--- src/rtl/periodic_task_tick_scheduler_macros.svh ---
// ----------------------------------------------------------------------------
// Assertion macros for the periodic task tick scheduler
// Shared concurrent assertion forms, clocked and reset-qualified.
// ----------------------------------------------------------------------------
`ifndef PERIODIC_TASK_TICK_SCHEDULER_MACROS_SVH
`define PERIODIC_TASK_TICK_SCHEDULER_MACROS_SVH

// Same-cycle implication: when ante holds, cons must hold.
`define PTTS_ASSERT_NOW(label, clk, rst_n, ante, cons) \
  label: assert property (@(posedge clk) disable iff (!rst_n) (ante) |-> (cons)) \
    else $error("ptts: same-cycle check failed");

// Next-cycle implication: when ante holds, cons must hold in the next cycle.
`define PTTS_ASSERT_NEXT(label, clk, rst_n, ante, cons) \
  label: assert property (@(posedge clk) disable iff (!rst_n) (ante) |=> (cons)) \
    else $error("ptts: next-cycle check failed");

`endif

--- src/rtl/ptts_pkg.sv ---
// ----------------------------------------------------------------------------
// ptts_pkg
// Types and constants shared by the tick scheduler controller and datapath.
// ----------------------------------------------------------------------------
`timescale 1ns / 1ps

package ptts_pkg;

  localparam int NUM_SLOTS = 8;
  localparam int SLOT_W    = (NUM_SLOTS > 1) ? $clog2(NUM_SLOTS) : 1;

  typedef logic [SLOT_W-1:0]    slot_idx_t;
  typedef logic [NUM_SLOTS-1:0] slot_mask_t;

  // Action codes
  localparam logic [2:0] ACT_TICK    = 3'd0;
  localparam logic [2:0] ACT_CREATE  = 3'd1;
  localparam logic [2:0] ACT_DELETE  = 3'd2;
  localparam logic [2:0] ACT_SUSPEND = 3'd3;
  localparam logic [2:0] ACT_RESUME  = 3'd4;
  localparam logic [2:0] ACT_QUERY   = 3'd5;

  // Slot states
  localparam logic [1:0] ST_EMPTY     = 2'd0;
  localparam logic [1:0] ST_READY     = 2'd1;
  localparam logic [1:0] ST_SUSPENDED = 2'd2;
  localparam logic [1:0] ST_DELETED   = 2'd3;

  typedef struct packed {
    logic [2:0] action;
    logic [2:0] task_id;
    logic [7:0] period;
    logic [7:0] initial_delay;
  } in_word_t;

  typedef struct packed {
    logic [2:0] slot_id;
    logic       fired;
    logic [1:0] slot_state;
    logic       last;
  } out_word_t;

  typedef enum logic [1:0] {
    S_IDLE,
    S_WALK,
    S_CMD
  } state_t;

  // Controller -> datapath commands
  typedef struct packed {
    logic load;       // latch word, snapshot fire mask, clear walk index
    logic walk_step;  // visit one slot
    logic cmd_exec;   // apply a slot command and report it
  } ctl_t;

  // Datapath -> controller status
  typedef struct packed {
    logic in_tick;    // presented word is a tick
    logic in_cmd;     // presented word is a valid slot command
    logic walk_last;  // walk index is on the final slot
  } stat_t;

endpackage

--- src/rtl/periodic_task_tick_scheduler.sv ---
// ----------------------------------------------------------------------------
// periodic_task_tick_scheduler
// Table of periodic task slots with tick-driven countdowns and slot commands.
// ----------------------------------------------------------------------------
// Usage:
//   Present a word on in_word and raise start; the word is taken on the edge
//   where start is high and busy is low. busy stays high while the word is
//   being worked on, so start may simply be held until busy drops.
//   A tick walks all NUM_SLOTS slots, one slot per clock through a single
//   countdown decrementer, with busy high until the walk ends. Each slot
//   that fires yields one result word, in ascending slot order, in the
//   cycle after its visit; the word of the highest firing slot carries
//   last. A tick with no firing slot yields nothing.
//   Create, delete, suspend, resume and query pass through the execute
//   state: the single result (last set) is on the ports in the cycle
//   after it.
//   Unused actions and out-of-range slots are taken and dropped at once.
//   Each result sits on out_word for exactly one cycle with out_valid high;
//   the receiver cannot stall, so nothing is held back.
//   Synchronous reset empties every slot and clears countdowns and periods.
// ----------------------------------------------------------------------------
`timescale 1ns / 1ps

module periodic_task_tick_scheduler (
  input  logic                clk,
  input  logic                rst_n,
  input  logic                start,
  output logic                busy,
  input  ptts_pkg::in_word_t  in_word,
  output logic                out_valid,
  output ptts_pkg::out_word_t out_word
);

  // Command and status between sequencer and slot datapath
  ptts_pkg::ctl_t  ctl;
  ptts_pkg::stat_t stat;

  // Sequencer: decide walk versus command, hold busy while working
  ptts_ctrl u_ctrl (
    .clk   (clk),
    .rst_n (rst_n),
    .start (start),
    .stat  (stat),
    .busy  (busy),
    .ctl   (ctl)
  );

  // Slot table, shared decrementer and registered result word
  ptts_dpath u_dpath (
    .clk       (clk),
    .rst_n     (rst_n),
    .in_word   (in_word),
    .ctl       (ctl),
    .stat      (stat),
    .out_valid (out_valid),
    .out_word  (out_word)
  );

endmodule

--- src/rtl/ptts_ctrl.sv ---
// ----------------------------------------------------------------------------
// ptts_ctrl
// Sequencer: idle, slot walk for ticks, slot command execution.
// ----------------------------------------------------------------------------
`timescale 1ns / 1ps

module ptts_ctrl (
  input  logic            clk,
  input  logic            rst_n,
  input  logic            start,
  input  ptts_pkg::stat_t stat,
  output logic            busy,
  output ptts_pkg::ctl_t  ctl
);

  ptts_pkg::state_t state_r, state_nxt;

  always_ff @(posedge clk) begin
    if (!rst_n) begin
      state_r <= ptts_pkg::S_IDLE;
    end else begin
      state_r <= state_nxt;
    end
  end

  always_comb begin
    state_nxt = state_r;
    unique case (state_r)
      ptts_pkg::S_IDLE: begin
        if (start && stat.in_tick) begin
          state_nxt = ptts_pkg::S_WALK;
        end else if (start && stat.in_cmd) begin
          state_nxt = ptts_pkg::S_CMD;
        end
      end
      ptts_pkg::S_WALK: begin
        if (stat.walk_last) begin
          state_nxt = ptts_pkg::S_IDLE;
        end
      end
      ptts_pkg::S_CMD: begin
        state_nxt = ptts_pkg::S_IDLE;
      end
      default: begin
        state_nxt = ptts_pkg::S_IDLE;
      end
    endcase
  end

  always_comb begin
    busy          = (state_r != ptts_pkg::S_IDLE);
    ctl.load      = (state_r == ptts_pkg::S_IDLE) && start;
    ctl.walk_step = (state_r == ptts_pkg::S_WALK);
    ctl.cmd_exec  = (state_r == ptts_pkg::S_CMD);
  end

endmodule

--- src/rtl/ptts_dpath.sv ---
// ----------------------------------------------------------------------------
// ptts_dpath
// Slot table, walk index, shared countdown decrementer and result register.
// ----------------------------------------------------------------------------
`timescale 1ns / 1ps
`include "periodic_task_tick_scheduler_macros.svh"

module ptts_dpath (
  input  logic                clk,
  input  logic                rst_n,
  input  ptts_pkg::in_word_t  in_word,
  input  ptts_pkg::ctl_t      ctl,
  output ptts_pkg::stat_t     stat,
  output logic                out_valid,
  output ptts_pkg::out_word_t out_word
);

  logic [1:0] status_r [ptts_pkg::NUM_SLOTS];
  logic [1:0] status_nxt [ptts_pkg::NUM_SLOTS];
  logic [7:0] cd_r [ptts_pkg::NUM_SLOTS];
  logic [7:0] cd_nxt [ptts_pkg::NUM_SLOTS];
  logic [7:0] per_r [ptts_pkg::NUM_SLOTS];
  logic [7:0] per_nxt [ptts_pkg::NUM_SLOTS];

  ptts_pkg::in_word_t   word_r, word_nxt;
  ptts_pkg::slot_idx_t  idx_r, idx_nxt;
  ptts_pkg::slot_mask_t mask_r, mask_nxt;
  ptts_pkg::out_word_t  out_r, out_nxt;
  logic                 out_valid_r, out_valid_nxt;

  ptts_pkg::slot_mask_t fire_now;
  ptts_pkg::slot_idx_t  tid;
  logic                 higher_fire;
  logic [1:0]           cmd_state;

  // Slots that will fire on a tick taken now
  always_comb begin
    for (int i = 0; i < ptts_pkg::NUM_SLOTS; i++) begin
      fire_now[i] = (status_r[i] == ptts_pkg::ST_READY) && (cd_r[i] == 8'd0);
    end
  end

  // Any later slot of the snapshot still to fire
  always_comb begin
    higher_fire = 1'b0;
    for (int j = 0; j < ptts_pkg::NUM_SLOTS; j++) begin
      if (mask_r[j] && (ptts_pkg::slot_idx_t'(j) > idx_r)) begin
        higher_fire = 1'b1;
      end
    end
  end

  assign tid = ptts_pkg::slot_idx_t'(word_r.task_id);

  always_comb begin
    stat.in_tick   = (in_word.action == ptts_pkg::ACT_TICK);
    stat.in_cmd    = (in_word.action >= ptts_pkg::ACT_CREATE) &&
                     (in_word.action <= ptts_pkg::ACT_QUERY) &&
                     (int'(in_word.task_id) < ptts_pkg::NUM_SLOTS);
    stat.walk_last = (idx_r == ptts_pkg::slot_idx_t'(ptts_pkg::NUM_SLOTS - 1));
  end

  always_comb begin
    unique case (word_r.action)
      ptts_pkg::ACT_CREATE:  cmd_state = ptts_pkg::ST_READY;
      ptts_pkg::ACT_DELETE:  cmd_state = ptts_pkg::ST_DELETED;
      ptts_pkg::ACT_SUSPEND: cmd_state = ptts_pkg::ST_SUSPENDED;
      ptts_pkg::ACT_RESUME:  cmd_state = ptts_pkg::ST_READY;
      default:               cmd_state = status_r[tid];
    endcase
  end

  always_comb begin
    status_nxt    = status_r;
    cd_nxt        = cd_r;
    per_nxt       = per_r;
    word_nxt      = word_r;
    idx_nxt       = idx_r;
    mask_nxt      = mask_r;
    out_nxt       = out_r;
    out_valid_nxt = 1'b0;

    if (ctl.load) begin
      word_nxt = in_word;
      idx_nxt  = '0;
      mask_nxt = fire_now;
    end

    if (ctl.walk_step) begin
      // Visit one slot: fire and reload, or count down
      if (status_r[idx_r] == ptts_pkg::ST_READY) begin
        if (cd_r[idx_r] == 8'd0) begin
          cd_nxt[idx_r]      = (per_r[idx_r] == 8'd0) ? 8'd0 : per_r[idx_r] - 8'd1;
          out_valid_nxt      = 1'b1;
          out_nxt.slot_id    = 3'(idx_r);
          out_nxt.fired      = 1'b1;
          out_nxt.slot_state = ptts_pkg::ST_READY;
          out_nxt.last       = !higher_fire;
        end else begin
          cd_nxt[idx_r] = cd_r[idx_r] - 8'd1;
        end
      end
      idx_nxt = idx_r + ptts_pkg::slot_idx_t'(1);
    end

    if (ctl.cmd_exec) begin
      if (word_r.action == ptts_pkg::ACT_CREATE) begin
        cd_nxt[tid]  = word_r.initial_delay;
        per_nxt[tid] = (word_r.period == 8'd0) ? 8'd1 : word_r.period;
      end
      status_nxt[tid]    = cmd_state;
      out_valid_nxt      = 1'b1;
      out_nxt.slot_id    = word_r.task_id;
      out_nxt.fired      = 1'b0;
      out_nxt.slot_state = cmd_state;
      out_nxt.last       = 1'b1;
    end
  end

  always_ff @(posedge clk) begin
    if (!rst_n) begin
      for (int i = 0; i < ptts_pkg::NUM_SLOTS; i++) begin
        status_r[i] <= ptts_pkg::ST_EMPTY;
        cd_r[i]     <= 8'd0;
        per_r[i]    <= 8'd0;
      end
      idx_r       <= '0;
      mask_r      <= '0;
      out_valid_r <= 1'b0;
    end else begin
      status_r    <= status_nxt;
      cd_r        <= cd_nxt;
      per_r       <= per_nxt;
      idx_r       <= idx_nxt;
      mask_r      <= mask_nxt;
      out_valid_r <= out_valid_nxt;
    end
  end

  always_ff @(posedge clk) begin
    word_r <= word_nxt;
    out_r  <= out_nxt;
  end

  assign out_valid = out_valid_r;
  assign out_word  = out_r;

  `PTTS_ASSERT_NEXT(a_cmd_reports, clk, rst_n, ctl.cmd_exec,
                    out_valid_r && !out_r.fired && out_r.last)
  `PTTS_ASSERT_NEXT(a_walk_ends_last, clk, rst_n, ctl.walk_step && stat.walk_last,
                    !out_valid_r || out_r.last)
  `PTTS_ASSERT_NEXT(a_fire_matches_snapshot, clk, rst_n,
                    ctl.walk_step && !mask_r[idx_r], !out_valid_r)
  `PTTS_ASSERT_NOW(a_no_step_and_cmd, clk, rst_n, ctl.walk_step, !ctl.cmd_exec)

endmodule

--- config.mk ---
export PLATFORM = sky130hd
export DESIGN_NAME = periodic_task_tick_scheduler
export DESIGN_NICKNAME = d
export VERILOG_FILES = /design/src/rtl/ptts_pkg.sv /design/src/rtl/periodic_task_tick_scheduler.sv /design/src/rtl/ptts_ctrl.sv /design/src/rtl/ptts_dpath.sv
export VERILOG_INCLUDE_DIRS = /design/src /design/src/rtl
export SDC_FILE = /design/constraint.sdc
export NUM_CORES = 1
export LEC_CHECK = 0
export BUFFER_PORTS_ARGS = -buffer_cell sky130_fd_sc_hd__buf_2
export CAP_MARGIN = 20
export CORE_MARGIN = 2
export CORE_UTILIZATION = 54
export DETAILED_ROUTE_END_ITERATION = 7
export PLACE_DENSITY_LB_ADDON = 0.1
export SLEW_MARGIN = 20
export SYNTH_ARGS = -nofsm -noshare
export SYNTH_HDL_FRONTEND = slang
export SYNTH_SLANG_ARGS = --single-unit
--- constraint.sdc ---
create_clock -name clk -period 3.26 [get_ports clk]
set_input_delay 0.652 -clock clk [delete_from_list [all_inputs] [get_ports clk]]
set_output_delay 0.652 -clock clk [all_outputs]
set_load 0.005 [all_outputs]
# --- Yosys cells after proc, flatten, opt, wreduce, memory -nomap -nowiden ---
# Cells that the tools add are included.
totals:
  reg_bits: 187
  wordCells: 172
  input_bits: 25
  output_inout_bits: 9
op_classes:
  order_cmp: 14
  muxes: 53
  eq_ne: 18
  n_reduce_logical: 46
  addsub: 3
  bitwise_logic: 2
ops:
  columns: ["op", "n"]
  rows:
  - ["$mux 64", 5]
  - ["$bwmux 64", 4]
  - ["$logic_not 8->1", 11]
  - ["$mux 8", 8]
  - ["$bmux 8 s3", 2]
  - ["$demux 8 s3", 2]
  - ["$mux 7", 4]
  - ["$logic_and 1x1->1", 22]
  - ["$eq 2x1->1 const B", 10]
  - ["$bwmux 16", 1]
  - ["$mux 2", 8]
  - ["$sub 8x1->8 const B", 2]
  - ["$bmux 2 s3", 2]
  - ["$gt 3x3->1 const A", 4]
  - ["$mux 1", 12]
  - ["$reduce_bool 2->1", 5]
  - ["$ge 4x4->1 const B", 2]
  - ["$lt 4x1->1 const B", 2]
  - ["$not 3->4", 2]
  - ["$demux 2 s3", 1]
  - ["$eq 3x2->1 const B", 2]
  - ["$eq 3x3->1 const B", 2]
  - ["$gt 1x3->1 const A", 2]
  - ["$gt 2x3->1 const A", 2]
  - ["other kinds (16)", 19]

# --- Logic depth before layout (Yosys ltp) ---
depth:
  depth_word: 15
  mapped_depth: 15
  mapped_depth_nobuf: 10

# --- Hierarchy ---
# A second synthesis with hierarchy kept.
unflattened:
  cells_unflattened: 1102
  area_unflattened_um2: 9461.6
by_module_without_submodules:
  columns: ["module", "cells_each", "seq_area_each_um2", "area_per_inst_um2", "n_inst"]
  rows:
  - ["ptts_dpath", 1091, 3973.8, 9354.0, 1]
  - ["ptts_ctrl", 11, 40.0, 107.6, 1]

# --- Least setup slack after synthesis ---
# No wires, ideal clock.
synth_timing:
  path_kind: "register to register"
  start: "reg u_dpath.idx_r[2]"
  end: "reg u_dpath.out_r, in the netlist u_dpath.out_word[1] (enable)"
  required_time_ns: 2.917
  period_less_slack_ns: 3.343
  n_path_buf: 6
  arrival_ns: 3.000
  setup_time_ns: 0.343
  setup_slack_ns: -0.083
  path_stages_with_launch: 15
  cell_sequence: "dfxtp_1 > buf_4 > buf_4 > buf_2 > buf_2 > mux2i_1 > o32ai_1 > a311oi_2 > ha_1 > and3_1 > clkbuf_1 > and3_1 > buf_2 > a21oi_1 > nor2b_1"
synth_between:
  elab_chain_cells: 7
  elab_cells_between_ends: 12
  classes_between: "eq/ne: 1; mux: 6; bitwise: 1; reduce/logical: 4"
synth_lines:
  columns: ["item", "line", "text"]
  rows:
  - ["start, declared", "ptts_dpath.sv:26", "ptts_pkg::slot_idx_t idx_r, idx_nxt;"]
  - ["start signal, assigned", "ptts_dpath.sv:134", "idx_r <= idx_nxt;"]
  - ["$not 3->4 (implied by the code) (*)", "ptts_dpath.sv:91, ptts_dpath.sv:92", null]
  - ["$bmux 8 s3 or $bmux 2 s3 (tied branches)", "ptts_dpath.sv:92, ptts_dpath.sv:91", null]
  - ["$mux 8 (implied by the code) or $mux 2 (tied branches) (2 in series)", "ptts_dpath.sv:92, ptts_dpath.sv:91", null]
  - ["$logic_not 8->1 or $eq 2x1->1 (tied branches)", "ptts_dpath.sv:92, ptts_dpath.sv:91", null]
  - ["$reduce_bool 2->1 (no source line)", null, null]
  - ["$reduce_and 3->1 (no source line) (*)", null, null]
  - ["end signal, assigned", "ptts_dpath.sv:142", "out_r <= out_nxt;"]
  - ["end, declared", "ptts_dpath.sv:28", "ptts_pkg::out_word_t out_r, out_nxt;"]
# Every way passes the cells marked *; elsewhere a longest branch is shown, timed or not. The select of a mux whose other input is x is not followed.
# A chain may end at the register's enable or synchronous reset.

# --- Worst setup path in the final report ---
layout_timing:
  start: "reg u_dpath.idx_r[1]"
  end: "reg u_dpath.cd_r[55] in the netlist's numbering"
layout_between:
  elab_chain_cells: 13
  elab_cells_between_ends: 29
  classes_between: "add/sub: 2; order compare: 2; eq/ne: 1; mux: 20; bitwise: 1; reduce/logical: 3"
layout_lines:
  columns: ["item", "line", "text"]
  rows:
  - ["$not 3->4 (*)", null, null]
  - ["$bmux 8 s3", "ptts_dpath.sv:93", "cd_nxt[idx_r] = (per_r[idx_r] == 8'd0) ? 8'd0 : per_r[idx_r] - 8'd1;"]
  - ["$mux 8 (implied by the code) (2 in series)", "ptts_dpath.sv:93", null]
  - ["$sub 8x1->8 or $logic_not 8->1 (tied branches)", "ptts_dpath.sv:93", null]
  - ["$mux 8", "ptts_dpath.sv:93", null]
  - ["$bwmux 64", "ptts_dpath.sv:93", null]
  - ["$mux 64", "ptts_dpath.sv:92", "if (cd_r[idx_r] == 8'd0) begin"]
  - ["$mux 64 (*)", "ptts_dpath.sv:91", "if (status_r[idx_r] == ptts_pkg::ST_READY) begin"]
  - ["$mux 64 (*)", "ptts_dpath.sv:89", "if (ctl.walk_step) begin"]
  - ["$bwmux 64", "ptts_dpath.sv:108", "cd_nxt[tid] = word_r.initial_delay;"]
  - ["$mux 64", "ptts_dpath.sv:107", "if (word_r.action == ptts_pkg::ACT_CREATE) begin"]
  - ["$mux 64 (*)", "ptts_dpath.sv:106", "if (ctl.cmd_exec) begin"]
  - ["end signal, assigned", "ptts_dpath.sv:132", "cd_r <= cd_nxt;"]
  - ["end, declared", "ptts_dpath.sv:20", "logic [7:0] cd_r [ptts_pkg::NUM_SLOTS];"]
# Marked as above.

==> impl_summary.log <==
[metrics] status: completed
[metrics] number of maximum-capacitance violations: 0
[metrics] starting DRC count in detailed routing: 1,172
[metrics] count of distinct cell types in the synthesized netlist: 77
[metrics] Clock H-tree levels: 4
[metrics] vias in the first global route: 8,707
[metrics] power density over the cells: 445 mW/mm2
[metrics] DRC Markers: 0
[metrics] flip-flop and latch count after synthesis: 187
[metrics] CTS Root Buffer Type: sky130_fd_sc_hd__clkbuf_16
[metrics] placer congestion estimate: 1.01
[metrics] Req. time, crit path: 3.62 ns
[metrics] Mapped Avg Cell Area: 8.60 um2
[metrics] layout overhead on the synthesized area: 13.6%
[metrics] routed wire length: 33,700 um
[metrics] Final Non-Filler Cells: 1,423
[metrics] highest cell delay on the worst timing path: 0.65 ns
[metrics] DR pass1 iterations: 6
[metrics] largest net degree at the start of global routing: 63
[metrics] Least-Margin Pin Slew: 0.973 ns
[metrics] Worst IR Drop VDD: about 0.4 mV
[metrics] crit-path cells: mux4_1, mux2i_4, a21boi_2, nand4_2, or4_4, a311oi_4, buf_4, nand2_1, a31oi_1
[metrics] total global routing overflow: 0
[metrics] Die Outline Area: 0.0193 mm2
[metrics] number of flops mapped to enable cells by yosys: 27
[metrics] placed cell count: 1,390
[metrics] Antenna Violating Nets Remaining: 0
[metrics] Max Slew Vio Count: 0
[metrics] setup repair after global routing missed its margin: false
[metrics] type of the worst setup path: reg -> reg
[metrics] most used flip-flop cell after synthesis: sky130_fd_sc_hd__dfxtp_1
[metrics] cell area after technology mapping: 0.00983 mm2
[metrics] Final Hold Violating Endpoints: 0
[metrics] Critical Path Source Type: flip-flop
[metrics] clock-pin slew on the worst setup and hold paths: 0.08 ns
[metrics] width of the chip: 139 um
[metrics] type of the worst min-delay path: in -> reg
[metrics] clk sinks: ~190
[metrics] arrival time worst endpoint: 3.50 ns
[metrics] Die Span Y: around 140 um
[metrics] area of the core region: roughly 0.018 mm2
[metrics] global-route total usage across every layer: 34.8%
[metrics] Vias: 9,179
[metrics] TritonCTS clock tree: yes
[metrics] share of the clock period used by the worst path after layout: 96.4%
[metrics] PortBufs: 33
[metrics] Setup TNS Final: 0 ns
[metrics] maximum fanout along the worst path: 12
[metrics] average wire length per cell after detail routing: 23.7 um
[metrics] Starting Density: around 55%
[metrics] final net count: 1,216
[metrics] post-route minimum period: ~3.1 ns
[metrics] final worst slack: 0.118 ns
[metrics] Inserted Clock Buffers: 17
[metrics] total nets after synthesis: 1,178
[metrics] Clock Skew: between 0.01 and 0.015 ns
[metrics] worst-case clock buffer depth: 2
[metrics] number of buffers added to fix hold violations after cts: 0
[metrics] count of inserted antenna diode cells: 0
[metrics] worst setup timing slack at the placement stage: -0.140 ns
[metrics] slowest CP cell: sky130_fd_sc_hd__mux4_1
[metrics] global-route wire length before repair: 51,700 um
[metrics] Seq/Total Area, Yosys: around two fifths
[metrics] leakage power total: 4.06 nW
[metrics] I/O pin cnt: 34
[metrics] final core occ: 62.3%
[metrics] count of final setup violators: 0
[metrics] insertion delay to the later sink of the worst-skew pair: 0.44 ns
[metrics] Max-slew headroom: 35.1%
[metrics] number of vias per cell after detailed routing: 6.45
[metrics] share of post-route cells with drive strength above 1: 16.6%
[metrics] number of antenna violations at the first check in global routing: 0
[metrics] number of instances in the synthesized netlist: 1,143
[metrics] achievable clock frequency: 318 MHz
[metrics] fraction of registers with async set or reset after synthesis: 0%
[metrics] row count: 49
[metrics] type of element capturing the critical path: flip-flop
[metrics] detailed-placement wirelength estimate: 23,600 um
[metrics] post-layout total power: slightly below 0.005 W
[metrics] total number of yosys warnings: 0
-- through the flow --
| step | area [um2] | hold slack (ns) |
|---|---|---|
| after CTS | 11100 | 0.373 |
| after global routing | 11200 | 0.367 |
| after floorplan | 9830 | 0.433 |
| after global placement | 10500 | 0.437 |
| after detailed placement | 10500 | 0.447 |
| final | 11200 | 0.378 |
-- repair_timing --
action	CTS	global route
buffers inserted	0	1
setup endpoints to repair	34	41
resized for setup	2	5
cloned	0	0
-- state kept, by name, summed over array words and instances, names as in the netlist --
register and cells:
u_dpath.mask_r 8, u_ctrl.state_r 2, u_dpath.per_r 64, u_dpath.out_valid 1, u_dpath.status_r 16, u_dpath.cd_r 64
u_dpath.word_r 19, u_dpath.idx_r 3, u_dpath.out_word 7, u_dpath.tid 3
-- cells in the mapped netlist, types with 6 or more instances --
cell / count / share of area [%]
sky130_fd_sc_hd__inv_1: 11 / 0.42
sky130_fd_sc_hd__a31oi_1: 21 / 1.3
sky130_fd_sc_hd__nand2b_1: 11 / 0.70
sky130_fd_sc_hd__a21oi_1: 71 / 3.6
sky130_fd_sc_hd__ha_1: 10 / 1.3
sky130_fd_sc_hd__clkbuf_1: 68 / 2.6
sky130_fd_sc_hd__buf_1: 7 / 0.27
sky130_fd_sc_hd__nand3b_1: 6 / 0.46
sky130_fd_sc_hd__a22oi_1: 12 / 0.92
sky130_fd_sc_hd__nor4_1: 9 / 0.57
sky130_fd_sc_hd__o221ai_1: 8 / 0.71
sky130_fd_sc_hd__nand3_1: 38 / 1.9
sky130_fd_sc_hd__nor3_1: 21 / 1.1
sky130_fd_sc_hd__a221oi_1: 6 / 0.53
sky130_fd_sc_hd__buf_2: 11 / 0.56
sky130_fd_sc_hd__edfxtp_1: 27 / 8.3
sky130_fd_sc_hd__nand4_1: 21 / 1.3
sky130_fd_sc_hd__mux2i_1: 40 / 4.1
sky130_fd_sc_hd__and3_1: 9 / 0.57
sky130_fd_sc_hd__dfxtp_1: 160 / 33
sky130_fd_sc_hd__nor2_1: 66 / 2.5
sky130_fd_sc_hd__nand2_1: 215 / 8.2
sky130_fd_sc_hd__nor4b_1: 8 / 0.71
sky130_fd_sc_hd__a21o_1: 10 / 0.76
sky130_fd_sc_hd__mux4_2: 11 / 2.5
sky130_fd_sc_hd__nor2b_1: 17 / 1.1
sky130_fd_sc_hd__and2_1: 11 / 0.70
sky130_fd_sc_hd__o21ai_0: 56 / 2.9
sky130_fd_sc_hd__o31ai_1: 7 / 0.53
sky130_fd_sc_hd__a21boi_0: 58 / 4.4
sky130_fd_sc_hd__o311ai_0: 6 / 0.53
sky130_fd_sc_hd__mux2_2: 16 / 1.8
sky130_fd_sc_hd__o311a_1: 8 / 0.82
sky130_fd_sc_hd__o211a_1: 16 / 1.6
-- final timing paths --
kind,start,cells after the start,end,slack [ns]
min,in_word[15],1,u_dpath.word_r[15]$_DFFE_PP_,0.38
min reg2reg,u_dpath.per_r[57]$_SDFFE_PN0P_,2,u_dpath.per_r[57]$_SDFFE_PN0P_,0.46
max reg2reg,u_dpath.idx_r[1]$_SDFFE_PN0P_,9,u_dpath.cd_r[55]$_SDFF_PN0_,0.12
max,u_dpath.idx_r[1]$_SDFFE_PN0P_,9,u_dpath.cd_r[55]$_SDFF_PN0_,0.12
-- critical path, delay by kind of cell, from the launching register on --
family | cells | cell delay [ns]
and+or+nand+nor | 3 | 0.75
muxes | 2 | 0.90
AOI/OAI and AO/OA | 3 | 0.70
DFF | 1 | 0.50
buffers and inverters | 1 | 0.22
-- cell usage in the layout (no fill, tap or decap), types with 12 or more instances in the layout --
cell | synthesis | routed
sky130_fd_sc_hd__mux2_2 | 16 | 16
sky130_fd_sc_hd__clkbuf_16 | 0 | 17
sky130_fd_sc_hd__a21oi_1 | 71 | 70
sky130_fd_sc_hd__edfxtp_1 | 27 | 27
sky130_fd_sc_hd__a22oi_1 | 12 | 12
sky130_fd_sc_hd__nor3_1 | 21 | 19
sky130_fd_sc_hd__buf_2 | 11 | 33
sky130_fd_sc_hd__mux2i_1 | 40 | 40
sky130_fd_sc_hd__a31oi_1 | 21 | 21
sky130_fd_sc_hd__dfxtp_1 | 160 | 157
sky130_fd_sc_hd__a21boi_0 | 58 | 58
sky130_fd_sc_hd__o211a_1 | 16 | 16
sky130_fd_sc_hd__nand4_1 | 21 | 21
sky130_fd_sc_hd__nor2b_1 | 17 | 16
sky130_fd_sc_hd__buf_4 | 4 | 74
sky130_fd_sc_hd__nand2_1 | 215 | 215
sky130_fd_sc_hd__nand3_1 | 38 | 38
sky130_fd_sc_hd__nor2_1 | 66 | 66
sky130_fd_sc_hd__o21ai_0 | 56 | 56
-- cells by family (layout without fill, tap and decap cells) --
family	after synthesis	in the layout	share of synthesized area (%)
simple gates	445	445	21.1
xor+xnor	5	5	0.446
flops	187	187	40.9
buf+inv	106	157	4.55
mux	70	70	9.04
compound gates	320	320	22.7
fa+ha+maj	10	10	1.27
-- layout make-up --
type | instances | area, um2
multi-input cells | 850 | 5400
clock buffers | 18 | 439
repair buffers | 112 | 812
well taps | 229 | 287
flip-flops and latches | 187 | 4020
fillers | 1570 | 6740
inverters | 13 | 48.8
clock inverters | 14 | 154
-- metal layers --
layer / up-vias / track usage, % / wire, um
li1: 4219 / - / -
met1: 4321 / 47.1 / 13600
met2: 530 / 54.4 / 15300
met5: - / 0 / 0
met3: 109 / 7.15 / 3400
met4: 0 / 15.4 / 1420
-- power by group --
group	total, W	internal, W	leakage [nW]	switching [W]
Combinational	0.000390	0.000142	2.22	0.000248
Sequential	0.00247	0.00239	1.55	0.0000799
Clock	0.00211	0.00111	0.293	0.00101
No activity file was read; power rests on OpenSTA's default activity.
